<file path="src/rfd_pkg.sv">
// shared types and constants for the rpc frame deframer
package rfd_pkg;

    // deframer phase
    typedef enum logic [1:0] {
        PH_HUNT1   = 2'd0,
        PH_HUNT2   = 2'd1,
        PH_HEADER  = 2'd2,
        PH_PAYLOAD = 2'd3
    } phase_t;

    // input beat kind (s_axis_tuser)
    typedef enum logic {
        OP_BYTE = 1'b0,
        OP_TICK = 1'b1
    } op_t;

    // result kind (m_axis_tuser)
    typedef enum logic [1:0] {
        KIND_HEADER  = 2'd0,
        KIND_PAYLOAD = 2'd1,
        KIND_ABORT   = 2'd2
    } kind_t;

    // configuration register indexes (paddr[3:2])
    localparam logic [1:0] REG_SOF_FIRST  = 2'd0;
    localparam logic [1:0] REG_SOF_SECOND = 2'd1;
    localparam logic [1:0] REG_TIMEOUT    = 2'd2;

    localparam int HDR_STORE_DEPTH = 5;
    localparam logic [2:0] HDR_LAST_IDX = 3'd5;
    localparam int OUT_DATA_W = 56;
    localparam int TIMEOUT_W = 16;

endpackage

</file>
<file path="src/rpc_frame_deframer.sv">
// rpc frame deframer: start-of-frame hunt, header collection, payload streaming
//
// usage
//   s_axis carries one beat per received byte or time tick: tuser = 0 for a
//   byte in tdata, tuser = 1 for a tick. the block hunts for the two
//   configured start bytes, collects six header bytes (frame type, service,
//   command, request id, length low, length high) and emits one header beat
//   on m_axis, then one beat per payload byte. tlast marks the final beat of a
//   frame (or the header beat when the length is zero) and every abort beat.
//   with a non-zero timeout, that many ticks without a byte inside a frame
//   produce an abort beat (tuser = 2) and the hunt restarts.
//   apb registers: 0x0 first start byte, 0x4 second start byte, 0x8 timeout.
// pipeline and throughput
//   one beat per cycle while the m_axis receiver is ready; an accepted beat
//   is held in the input register and its result, if any, is loaded into the
//   result register when the input register advances; it drives m_axis_tvalid.
// reset and stall
//   reset zeroes the config, valid and state registers (deframer hunting).
//   when the m_axis receiver stalls, the result register holds and the input
//   register holds one more beat; s_axis_tready drops only when both are full.
module rpc_frame_deframer
    import rfd_pkg::*;
#(
    parameter int TICK_COUNT_WIDTH = 16
)
(
    input  logic                  clk,
    input  logic                  rst_n,
    // input stream
    input  logic                  s_axis_tvalid,
    output logic                  s_axis_tready,
    input  logic [7:0]            s_axis_tdata,   // rx_byte
    input  logic [0:0]            s_axis_tuser,   // operation
    // result stream
    output logic                  m_axis_tvalid,
    input  logic                  m_axis_tready,
    // msg_type[7:0], service[15:8], command[23:16], req_tag[31:24],
    // body_len[47:32], payload_byte[55:48]
    output logic [OUT_DATA_W-1:0] m_axis_tdata,
    output logic [1:0]            m_axis_tuser,   // kind
    output logic                  m_axis_tlast,   // last
    // apb configuration
    input  logic                  psel,
    input  logic                  penable,
    input  logic                  pwrite,
    input  logic [3:0]            paddr,
    input  logic [31:0]           pwdata,
    output logic [31:0]           prdata,
    output logic                  pready
);

    localparam int CMP_W = (TICK_COUNT_WIDTH > TIMEOUT_W) ? TICK_COUNT_WIDTH : TIMEOUT_W;

    // configuration registers
    logic [7:0]           sof_first_reg;
    logic [7:0]           sof_second_reg;
    logic [TIMEOUT_W-1:0] timeout_reg;

    // input register
    logic       in_valid_reg;
    op_t        in_op_reg;
    logic [7:0] in_byte_reg;

    // deframer state
    phase_t                      phase_reg, phase_next;
    logic [2:0]                  hdr_idx_reg, hdr_idx_next;
    logic [7:0]                  hdr_store_reg [HDR_STORE_DEPTH];
    logic [15:0]                 remain_reg, remain_next;
    logic [TICK_COUNT_WIDTH-1:0] idle_reg, idle_next;

    // result register
    logic                  out_valid_reg;
    logic [OUT_DATA_W-1:0] out_data_reg;
    kind_t                 out_kind_reg;
    logic                  out_last_reg;

    // combinational result
    logic                  res_valid;
    logic [OUT_DATA_W-1:0] res_data;
    kind_t                 res_kind;
    logic                  res_last;

    logic                  advance;
    logic                  cfg_wr;
    logic [TICK_COUNT_WIDTH-1:0] idle_inc;
    logic                  tick_live;
    logic                  timed_out;
    logic [15:0]           hdr_len;
    logic [15:0]           remain_dec;

    // handshake: the input register moves on when the result slot is free
    assign advance       = in_valid_reg && (!out_valid_reg || m_axis_tready);
    assign s_axis_tready = !in_valid_reg || advance;
    assign m_axis_tvalid = out_valid_reg;
    assign m_axis_tdata  = out_data_reg;
    assign m_axis_tuser  = out_kind_reg;
    assign m_axis_tlast  = out_last_reg;

    // apb port
    assign pready = 1'b1;
    assign cfg_wr = psel && penable && pwrite;

    always_comb
    begin
        unique case (paddr[3:2])
            REG_SOF_FIRST:  prdata = {24'd0, sof_first_reg};
            REG_SOF_SECOND: prdata = {24'd0, sof_second_reg};
            REG_TIMEOUT:    prdata = {16'd0, timeout_reg};
            default:        prdata = 32'd0;
        endcase
    end

    always_ff @(posedge clk or negedge rst_n)
    begin
        if (!rst_n)
        begin
            sof_first_reg  <= 8'd0;
            sof_second_reg <= 8'd0;
            timeout_reg    <= '0;
        end
        else if (cfg_wr)
        begin
            unique case (paddr[3:2])
                REG_SOF_FIRST:  sof_first_reg  <= pwdata[7:0];
                REG_SOF_SECOND: sof_second_reg <= pwdata[7:0];
                REG_TIMEOUT:    timeout_reg    <= pwdata[TIMEOUT_W-1:0];
                default:        ;
            endcase
        end
    end

    // shared terms
    assign idle_inc   = (idle_reg == '1) ? idle_reg : idle_reg + 1'b1;
    assign tick_live  = (phase_reg != PH_HUNT1) && (timeout_reg != '0);
    // saturated counter compared against the timeout at a common width
    assign timed_out  = (CMP_W'(idle_inc) >= CMP_W'(timeout_reg));
    assign hdr_len    = {in_byte_reg, hdr_store_reg[4]};
    assign remain_dec = (remain_reg != 16'd0) ? remain_reg - 16'd1 : remain_reg;

    // next state
    always_comb
    begin
        phase_next   = phase_reg;
        hdr_idx_next = hdr_idx_reg;
        remain_next  = remain_reg;
        idle_next    = idle_reg;
        if (in_op_reg == OP_TICK)
        begin
            if (tick_live)
            begin
                if (timed_out)
                begin
                    // byte timeout: drop the frame and hunt again
                    phase_next   = PH_HUNT1;
                    hdr_idx_next = 3'd0;
                    remain_next  = 16'd0;
                    idle_next    = '0;
                end
                else
                begin
                    idle_next = idle_inc;
                end
            end
        end
        else
        begin
            idle_next = '0;
            unique case (phase_reg)
                PH_HUNT1:
                begin
                    if (in_byte_reg == sof_first_reg)
                        phase_next = PH_HUNT2;
                end
                PH_HUNT2:
                begin
                    // a mismatching byte is not retried as a first start byte
                    if (in_byte_reg == sof_second_reg)
                    begin
                        phase_next   = PH_HEADER;
                        hdr_idx_next = 3'd0;
                    end
                    else
                    begin
                        phase_next = PH_HUNT1;
                    end
                end
                PH_HEADER:
                begin
                    if (hdr_idx_reg != HDR_LAST_IDX)
                    begin
                        hdr_idx_next = hdr_idx_reg + 3'd1;
                    end
                    else
                    begin
                        hdr_idx_next = 3'd0;
                        if (hdr_len == 16'd0)
                        begin
                            phase_next = PH_HUNT1;
                        end
                        else
                        begin
                            phase_next  = PH_PAYLOAD;
                            remain_next = hdr_len;
                        end
                    end
                end
                PH_PAYLOAD:
                begin
                    remain_next = remain_dec;
                    if (remain_dec == 16'd0)
                        phase_next = PH_HUNT1;
                end
                default: ;
            endcase
        end
    end

    // result of the current beat
    always_comb
    begin
        res_valid = 1'b0;
        res_data  = '0;
        res_kind  = KIND_HEADER;
        res_last  = 1'b0;
        if (in_op_reg == OP_TICK)
        begin
            if (tick_live && timed_out)
            begin
                res_valid = 1'b1;
                res_kind  = KIND_ABORT;
                res_last  = 1'b1;
            end
        end
        else if (phase_reg == PH_HEADER && hdr_idx_reg == HDR_LAST_IDX)
        begin
            res_valid = 1'b1;
            res_kind  = KIND_HEADER;
            res_data  = {8'd0, hdr_len, hdr_store_reg[3], hdr_store_reg[2],
                         hdr_store_reg[1], hdr_store_reg[0]};
            res_last  = (hdr_len == 16'd0);
        end
        else if (phase_reg == PH_PAYLOAD)
        begin
            res_valid = 1'b1;
            res_kind  = KIND_PAYLOAD;
            res_data  = {in_byte_reg, 48'd0};
            res_last  = (remain_dec == 16'd0);
        end
    end

    // input register
    always_ff @(posedge clk or negedge rst_n)
    begin
        if (!rst_n)
            in_valid_reg <= 1'b0;
        else if (s_axis_tready)
            in_valid_reg <= s_axis_tvalid;
    end

    always_ff @(posedge clk)
    begin
        if (s_axis_tready && s_axis_tvalid)
        begin
            in_op_reg   <= op_t'(s_axis_tuser[0]);
            in_byte_reg <= s_axis_tdata;
        end
    end

    // deframer state update
    always_ff @(posedge clk or negedge rst_n)
    begin
        if (!rst_n)
        begin
            phase_reg   <= PH_HUNT1;
            hdr_idx_reg <= 3'd0;
            remain_reg  <= 16'd0;
            idle_reg    <= '0;
        end
        else if (advance)
        begin
            phase_reg   <= phase_next;
            hdr_idx_reg <= hdr_idx_next;
            remain_reg  <= remain_next;
            idle_reg    <= idle_next;
        end
    end

    // header bytes, written before they are read
    always_ff @(posedge clk)
    begin
        if (advance && in_op_reg == OP_BYTE && phase_reg == PH_HEADER
            && hdr_idx_reg != HDR_LAST_IDX)
            hdr_store_reg[hdr_idx_reg] <= in_byte_reg;
    end

    // result register
    always_ff @(posedge clk or negedge rst_n)
    begin
        if (!rst_n)
            out_valid_reg <= 1'b0;
        else if (advance)
            out_valid_reg <= res_valid;
        else if (m_axis_tready)
            out_valid_reg <= 1'b0;
    end

    always_ff @(posedge clk)
    begin
        if (advance && res_valid)
        begin
            out_data_reg <= res_data;
            out_kind_reg <= res_kind;
            out_last_reg <= res_last;
        end
    end

endmodule

</file>
<file path="config.mk">
export PLATFORM = sky130hd
export DESIGN_NAME = rpc_frame_deframer
export DESIGN_NICKNAME = d
export VERILOG_FILES = /design/src/rfd_pkg.sv /design/src/rpc_frame_deframer.sv
export SDC_FILE = /design/constraint.sdc
export NUM_CORES = 1
export LEC_CHECK = 0
export ABC_AREA = 1
export BUFFER_PORTS_ARGS = -buffer_cell sky130_fd_sc_hd__buf_2
export CELL_PAD_IN_SITES_DETAIL_PLACEMENT = 0
export CELL_PAD_IN_SITES_GLOBAL_PLACEMENT = 1
export CORE_MARGIN = 1.5
export CORE_UTILIZATION = 46
export CTS_CLUSTER_SIZE = 12
export DETAILED_ROUTE_END_ITERATION = 16
export PLACE_DENSITY = 0.83
export SETUP_SLACK_MARGIN = 0.2
export SLEW_MARGIN = 20
export SYNTH_ARGS = -nofsm -noshare
export SYNTH_HDL_FRONTEND = slang
export SYNTH_SLANG_ARGS = --single-unit
</file>
<file path="constraint.sdc">
create_clock -name clk -period 9.1 [get_ports clk]
set_input_delay 0.91 -clock clk [delete_from_list [all_inputs] [get_ports clk]]
set_output_delay 0.91 -clock clk [all_outputs]
set_load 0.005 [all_outputs]
</file>
# Yosys cells after proc, flatten, opt, wreduce, memory -nomap -nowiden
# Memory sizes are Yosys's and may differ from the RTL's.
# Cells that the tools add are included.
# W data, S select, Z words.
# word_totals
mem_bits_rw	40
mem_count	1
input_bits	52
reg_bits	139
# mem_list
memory	depth	word_bits	rd	rd_ports_with_merged_regs	wr	line	text
hdr_store_reg	5	8	5	0	1	rpc_frame_deframer.sv:67	logic [7:0] hdr_store_reg [HDR_STORE_DEPTH];
# classes
bitwise_logic	2
magnitude_cmp	1
n_addsub	3
reduce_logical	33
mux	43
n_eq_ne	17
# op_table
cell	n
$mux W16	10
$mux W48	1
$pmux W16 S3	1
$logic_not A16 Y1	2
$pmux W16 S2	1
$reduce_bool A16 Y1	2
$mux W2	10
$ne A3 B3 Y1 const B	6
$add A16 B1 Y16 const B	1
$eq A16 B16 Y1 const B	1
$eq A8 B8 Y1	2
$ge A16 B16 Y1	1
$sub A16 B1 Y16 const B	1
$mux W3	5
$mux W1	13
$reduce_and A6 Y1	2
$logic_and A1 B1 Y1	11
$pmux W2 S4	1
$reduce_and A2 Y1	4
$eq A2 B2 Y1 const B	3
$pmux W3 S2	1
$reduce_bool A3 Y1	2
$reduce_and A5 Y1	1
$eq A2 B1 Y1 const B	2
other kinds (9)	15

# Depth between registers and ports, before layout
# Gate-level depths: netlist of run 1.
# depth
word_depth	8
mapped_depth	24
mapped_depth_nobuf	24

# Worst setup path after synthesis of run 1
# No wires, ideal clock.
# synth_path
path_type	flip-flop to flip-flop
start	register idle_reg[1]
end	register out_data_reg[0], in the netlist m_axis_tdata[0] (enable)
stages_incl_launch_ff	19
path_slack_ns	3.712
n_path_buf	0
arrival_time_ns	4.912
period_less_slack_ns	5.388
cell_sequence	dfrtp_1 -> ha_1 -> nand2_2 -> nor2_4 -> inv_2 -> nor2_4 -> nand2_1 -> nor2_2 -> nand3_2 -> nand2_1 -> xor2_1 -> inv_1 -> ha_1 -> nand4_1 -> nor3_1 -> nand3_1 -> nand4_1 -> nand2_1 -> nor2_1
# synth_via
elab_chain_cells	7
elab_cells_between_ends	8
# synth_rtl
item	line	text
start: declaration	rpc_frame_deframer.sv:69	logic [TICK_COUNT_WIDTH-1:0] idle_reg, idle_next;
start signal: assignment	rpc_frame_deframer.sv:284	idle_reg <= idle_next;
$add A16 B1 Y16 or $eq A16 B16 Y1 (tied branches)	rpc_frame_deframer.sv:133	assign idle_inc = (idle_reg == '1) ? idle_reg : idle_reg + 1'b1;
$mux W16 (*)	rpc_frame_deframer.sv:133	
$ge A16 B16 Y1 (*)	rpc_frame_deframer.sv:136	assign timed_out = (CMP_W'(idle_inc) >= CMP_W'(timeout_reg));
$logic_and A1 B1 Y1 (*)	rpc_frame_deframer.sv:227	if (tick_live && timed_out)
$mux W1 (*)	rpc_frame_deframer.sv:227	
$mux W1 (*)	rpc_frame_deframer.sv:225	if (in_op_reg == OP_TICK)
$logic_and A1 B1 Y1 (*)	rpc_frame_deframer.sv:309	if (advance && res_valid)
end signal: assignment	rpc_frame_deframer.sv:311	out_data_reg <= res_data;
end: declaration	rpc_frame_deframer.sv:73	logic [OUT_DATA_W-1:0] out_data_reg;
# Mark *: on every way between the ends. The rest lies on a longest branch, timed or not.
# A chain may end at the register's enable or synchronous reset.

# Final worst setup path of run 1
# layout_path
start	register idle_reg[1]
end	register out_data_reg[55], in the netlist m_axis_tdata[55] (enable)
# The elaborated chain is that of the path after synthesis.

==> results of run 1 <==
==> path summary, 6_finish.rpt <==
path | from | cells after the start | slack, ns | to
max reg2reg | idle_reg[1] | 18 | 4.62 | m_axis_tdata[55]
min reg2reg | timeout_reg[2] | 2 | 0.48 | timeout_reg[2]
min | timeout_reg[2] | 2 | 0.48 | timeout_reg[2]
min in group asynchronous | rst_n | 2 | 0.73 | remain_reg[10]
max in group asynchronous | rst_n | 2 | 7.71 | idle_reg[9]
max | idle_reg[1] | 18 | 4.62 | m_axis_tdata[55]
==> power breakdown <==
group          total [mW]  leakage, nW  internal [mW]  switching, mW
Sequential           1.02         1.90          0.941         0.0775
Combinational       0.397         2.44          0.142          0.255
Clock               0.757        0.288          0.417          0.339
Total                2.17         4.63           1.50          0.672
==> cells in the final DEF (no fill, tap or decap), types with 14 or more instances in the layout <==
cell,netlist,layout
a21oi_1,32,32
o21ai_0,43,43
edfxtp_1,108,108
ha_1,19,19
inv_1,141,141
nor2_1,136,135
clkbuf_16,0,17
o21ai_1,14,14
dfrtp_1,71,71
buf_2,7,110
o22ai_1,22,22
conb_1,2,17
nand2_1,180,180
xor2_1,14,14
nand3_1,26,26
==> cell type report <==
type,count,area share
tap,234,0.0290
clock buffer,20,0.0433
clock inverter,12,0.0155
multi-input combinational,595,0.302
timing repair buffer,113,0.0568
inverter,150,0.0558
sequential,179,0.498
==> per-layer routing <==
layer | share of wire | routed length [microns] | global-route usage
met1 | 0.47 | 9380 | 0.291
met2 | 0.48 | 9670 | 0.349
met3 | 0.039 | 783 | 0.0336
met4 | 0.014 | 288 | 0.0603
met5 | 0 | 0 | 0
==> worst min-delay path, cell delays in order, from the launching register on <==
cell and delay (ns):
dfrtp_1 0.34, nand2_1 0.05, o21ai_0 0.05
==> through the flow <==
step | hold WS, ns | instances
final | 0.480 | 1303
after global placement | 0.466 | 1271
after CTS | 0.489 | 1303
after detailed placement | 0.473 | 1271
after global routing | 0.516 | 1303
after floorplan | 0.453 | 963
==> logic make-up (layout without fill, tap and decap cells) <==
kind of cell | count (synthesis) | count (layout)
simple gates | 413 | 413
flops | 179 | 179
compound gates | 127 | 127
xor+xnor | 19 | 19
fa+ha+maj | 19 | 19
buf+inv | 189 | 295
other cells | 2 | 17
==> metrics, run 1 <==
status=finished clean; clock sink total=179; Multi-input gate area=around 3000 sq um; number of synthesized flops with an enable pin=108; fin area=10100 sq um; setup TNS=0 ns; setup slack after layout=about 4.6 ns; drt drc=0; DIE AREA=about 20000 sq um; yosys warns=0; Crit path top cell by count=nor2_4; grt ovf=0; synthesized cell area=a little under 9000 sq um; first-pass GRT wire length=about 32 mm; post-synthesis simple-gate area fraction=0.208; GRT Resource Usage Total=0.212; crit path max fanout=38; initial core utilization=0.469; Worst-Margin Slew=approximately 1 ns; most common cell in the netlist=nand2_1; pins over their slew limit=0; Synth Flop Type=edfxtp_1; Num CTS Buffers=17; worst path arrival time=between 4 and 5 ns; worst vdd ir=around 0.00015 V; routed len/inst=approximately 15 microns; First-pass DRT Iterations=5; Die Wd=~140 microns; DRT iter0 DRCs=376; Crit Path Category=reg2reg; Worst path top cell family by delay=simple AND/OR/NAND/NOR gates; RePlAce Congestion=~0.82; area leader, netlist=edfxtp_1; Post-CTS Resized=0; XOR/XNOR Fraction of Synth Area=0.0207; period utilization=0.492; register area share after synthesis=0.572; FFs w/ async S/R, synth=0.397; Filler cells=roughly 1.7k; PD cells=215 nW/um^2; max_cap viols=0; clk slew on worst S/H paths=0.07 ns; Final nets=1127; num ports=146; Vias=6531; Slew HR=0.335; ant diodes=0; Max Root-Sink Buffers=2; #FFs+latches synth=~180; IO buf count=110; top post-synthesis cells by area=edfxtp_1 37%, dfrtp_1 20%, nand2_1 7.7%; setup bufs post-CTS=0; Post-synth top cells=180 x nand2_1, 141 x inv_1, 136 x nor2_1; adder-cell share of the synthesized area=0.0271; initial antenna violation count=0; Root Driver=clkbuf_16; Worst-Skew Late Latency=~0.43 ns; fmax=0.223 GHz; Final Util=0.539; CP max stage cell=nor2_4; Setup violations, final=0; CTS tree=yes; dpl ws=4.58 ns; # rows=50; clk_skew=0.0108 ns; Area growth syn-to-layout=15.0%; vias in the first global route=just over 6k; Worst EP required=9.17 ns; CP Buf/Inv Count=4; delay of the slowest critical-path stage=0.55 ns; cts hold-fix bufs=0; Syn Area/Cell=9.25 sq um; unrepaired setup endpoints after global routing=no; Final Critical Period=approximately 4.5 ns; top-area cell type share of the netlist area=0.370; Detail Route Antenna Nets=0; Critical Path Sink Type=flip-flop; max FFs per register=56; largest net degree at the start of global routing=72; HPWL after DPL=roughly 14 mm; htree depth=4; Leak=around 4.6 nW; mux share of post-synthesis cell area=0; HP Class=reg2reg; final wirelength=roughly 20 mm; fraction of layout instances using a drive strength above 1=0.184; Via density=around 5; worst-path cell chain=ha_1, nand2_2, nor2_4, inv_2, nor2_4, inv_2, nor2_4, nand3b_1, o31ai_1, inv_1, ha_1, nand2_1, nor3_1, nand3_1, nand4_1, nand2_1, nor2_4, buf_4; Distinct cells, synth=45; compound-cell area share of the yosys netlist=0.0814; flip-flop and latch area=~5000 sq um; Placed Area=roughly 9500 sq um; Die Y=141 microns; total power=between 2 and 2.5 mW; main combinational cell family by area after synthesis=simple AND/OR/NAND/NOR gates; synthesized instance count=roughly 950; Critical Path Start Type=flip-flop; final hold violations=0; core area=between 15000 and 20000 sq um
No activity file was read; power rests on OpenSTA's default activity.
==> run 2, diff against run 1 <==
--- a/config.mk
+++ b/config.mk
@@ -10,10 +10,10 @@
 export CELL_PAD_IN_SITES_DETAIL_PLACEMENT = 0
 export CELL_PAD_IN_SITES_GLOBAL_PLACEMENT = 1
 export CORE_MARGIN = 1.5
-export CORE_UTILIZATION = 46
+export CORE_UTILIZATION = 39
 export CTS_CLUSTER_SIZE = 12
 export DETAILED_ROUTE_END_ITERATION = 16
-export PLACE_DENSITY = 0.83
+export PLACE_DENSITY = 0.74
 export SETUP_SLACK_MARGIN = 0.2
 export SLEW_MARGIN = 20
 export SYNTH_ARGS = -nofsm -noshare
==> constraint.sdc (replaced) <==
create_clock -name clk -period 3.8 [get_ports clk]
set_input_delay 0.38 -clock clk [delete_from_list [all_inputs] [get_ports clk]]
set_output_delay 0.38 -clock clk [all_outputs]
set_load 0.005 [all_outputs]
==> run 2 against run 1 <==
The run now ends with DRC left. Flip-flop and latch count is the same. Clock power rose to 2.5 times the previous value. Maximum frequency rose by 28%. Worst hold slack got worse by 0.36 ns.
==> metrics, run 2 (synthesized netlist as in run 1, its figures left out) <==
fmax=0.285 GHz (+28%); final wirelength=21.3 mm (+6.0%); period utilization=0.923 (+0.431); Crit Path Category=reg2reg; htree depth=4 (unchanged); crit path max fanout=8 (-79%); clock sink total=179 (unchanged); Leak=4.83 nW (+4.3%); Setup violations, final=0 (unchanged); HP Class=in2reg; max FFs per register=56 (unchanged); Slew HR=0.386 (+0.0508); first-pass GRT wire length=33.6 mm (+3.8%); fraction of layout instances using a drive strength above 1=0.211 (+0.0271); Worst EP required=3.95 ns (-5.22 ns); IO buf count=110 (unchanged); total power=5.38 mW (+150%); routed len/inst=15.5 microns (+0.55%); Via density=4.84 (-3.4%); GRT Resource Usage Total=0.185 (-0.0266); failing checks=DRC; most frequent cells in the layout=177 x nand2_1, 141 x inv_1, 134 x nor2_1; status=finished, violations left; Worst-Margin Slew=0.919 ns (-0.0784 ns); Final Critical Period=3.51 ns (-0.968 ns); Worst Min Path Start=s_axis_tuser; R2R Path End=m_axis_tdata[44]; flip-flop and latch area=5020 sq um (unchanged); DIE AREA=23400 sq um (+18%); initial antenna violation count=0 (unchanged); Filler cells=2071 (+23%); initial core utilization=0.400 (-0.0695); Multi-input gate area=3090 sq um (+1.6%); clk slew on worst S/H paths=0.07 ns (about the same); worst reg2reg path startpoint=idle_reg[0]; Worst R2R Setup Slack=0.29 ns (-4.33 ns); Detail Route Antenna Nets=0 (unchanged); setup TNS=0 ns (unchanged); final hold violations=0 (unchanged); First-pass DRT Iterations=10 (+5); max_cap viols=0 (unchanged); clk_skew=0.0122 ns (+0.00133 ns); worst path arrival time=3.66 ns (-0.89 ns); Critical Path Sink Type=flip-flop; Die Wd=153 microns (+8.4%); grt ovf=0 (unchanged); Max Root-Sink Buffers=2 (unchanged); worst vdd ir=0.000314 V (+100%); Critical Path Start Type=flip-flop; ant diodes=0 (unchanged); Final nets=1151 (+2.1%); Die Y=153 microns (+8.4%); Vias=6648 (+1.8%); Root Driver=clkbuf_16; CTS tree=yes; unrepaired setup endpoints after global routing=yes; R2R depth=23 (+5); Num CTS Buffers=17 (unchanged); Worst-Skew Late Latency=0.44 ns (about the same); pins over their slew limit=0 (unchanged); commonest non-fill, non-tap cell in the layout=nand2_1; vias in the first global route=6192 (+0.70%); DRT iter0 DRCs=497 (+32%); Worst Hold Depth=1 (-1); RePlAce Congestion=0.807 (-2.1%); drt drc=11 (+11); # rows=54 (+8.0%); HPWL after DPL=14.7 mm (+5.3%); core area=22000 sq um (+17%); PD cells=510 nW/um^2 (+140%); Area growth syn-to-layout=20.3%; num ports=146 (unchanged); Hold Path End=in_op_reg; largest net degree at the start of global routing=62 (-14%)
[run 2: cell types whose count changed in the layout (fill, tap and decap cells not counted), moves of 3 or more]
cell,delta
buf_12,+4
buf_6,+3
clkbuf_1,-3
nand2_1,-3
clkinv_8,+4
buf_4,+12
clkbuf_16,+3
[run 2: worst max path at each step]
stage / from / endpoint / slack (ns) / cells past startpoint
floorplan: idle_reg[1] / m_axis_tdata[0] / 0.11 / 18
global placement: idle_reg[1] / m_axis_tlast / 0.28 / 18
detailed placement: idle_reg[1] / m_axis_tlast / 0.20 / 18
CTS: idle_reg[1] / m_axis_tuser[0] / 0.21 / 18
global route: idle_reg[0] / m_axis_tdata[42] / 0.07 / 23
finish: idle_reg[0] / m_axis_tdata[44] / 0.29 / 23
[run 2: final cells by class]
cell class,count,area share
Clock buffer,17,0.0403
Tap cell,280,0.0332
Inverter,150,0.0534
Multi-Input combinational cell,595,0.293
Clock inverter,15,0.0210
Timing Repair Buffer,137,0.0831
Sequential cell,179,0.476
[run 2: power by group]
group	switching, mW	internal (mW)	total (mW)
clock network	0.889	1.03	1.92
registers	0.185	2.25	2.44
logic	0.638	0.388	1.03
[run 2: layer usage]
layer | share of wire | track usage | vias to the layer above | wire length [microns]
li1 | - | - | 3324 | -
met1 | 0.46 | 0.254 | 3142 | 9880
met2 | 0.48 | 0.304 | 161 | 10200
met3 | 0.044 | 0.0315 | 21 | 941
met4 | 0.012 | 0.0495 | 0 | 258
met5 | 0 | 0 | - | 0
[run 2: repair_timing]
action,in CTS,in global routing
pin swaps,0,14
endpoints found under the hold margin,10,0
gates resized for setup,1,12
setup buffers,0,10
hold buffers,1,0
setup endpoints to repair,31,78
cloned,0,5
[run 2: stage by stage]
| step | utilization | setup WS (ns) | cell area [sq um] | instances | hold slack (ns) |
|---|---|---|---|---|---|
| finish | 0.481 | 0.291 | 10600 | 1373 | 0.118 |
| global route | 0.481 | 0.0709 | 10600 | 1373 | 0.0965 |
| CTS | 0.469 | 0.214 | 10300 | 1358 | 0.0991 |
| detailed placement | 0.439 | 0.197 | 9650 | 1325 | 0.316 |
| global placement | 0.439 | 0.276 | 9650 | 1325 | 0.314 |
| floorplan | - | 0.106 | 8850 | 963 | 0.0844 |
[run 2: worst max-delay path, cell delays in order, from the launching register on]
cell	delay [ns]
dfrtp_1	0.37
ha_2	0.19
nand2_2	0.08
nor2_4	0.12
inv_2	0.05
nor2_4	0.13
inv_2	0.07
nor2_4	0.14
nand2_2	0.07
nor2_2	0.11
nand2_2	0.09
nand2_2	0.11
xor2_2	0.07
ha_1	0.30
nand4_1	0.10
nor3_2	0.29
buf_4	0.16
nand2_2	0.04
nand4_1	0.08
buf_6	0.14
nand2_4	0.06
nor2_4	0.11
buf_12	0.16
clkbuf_16	0.16
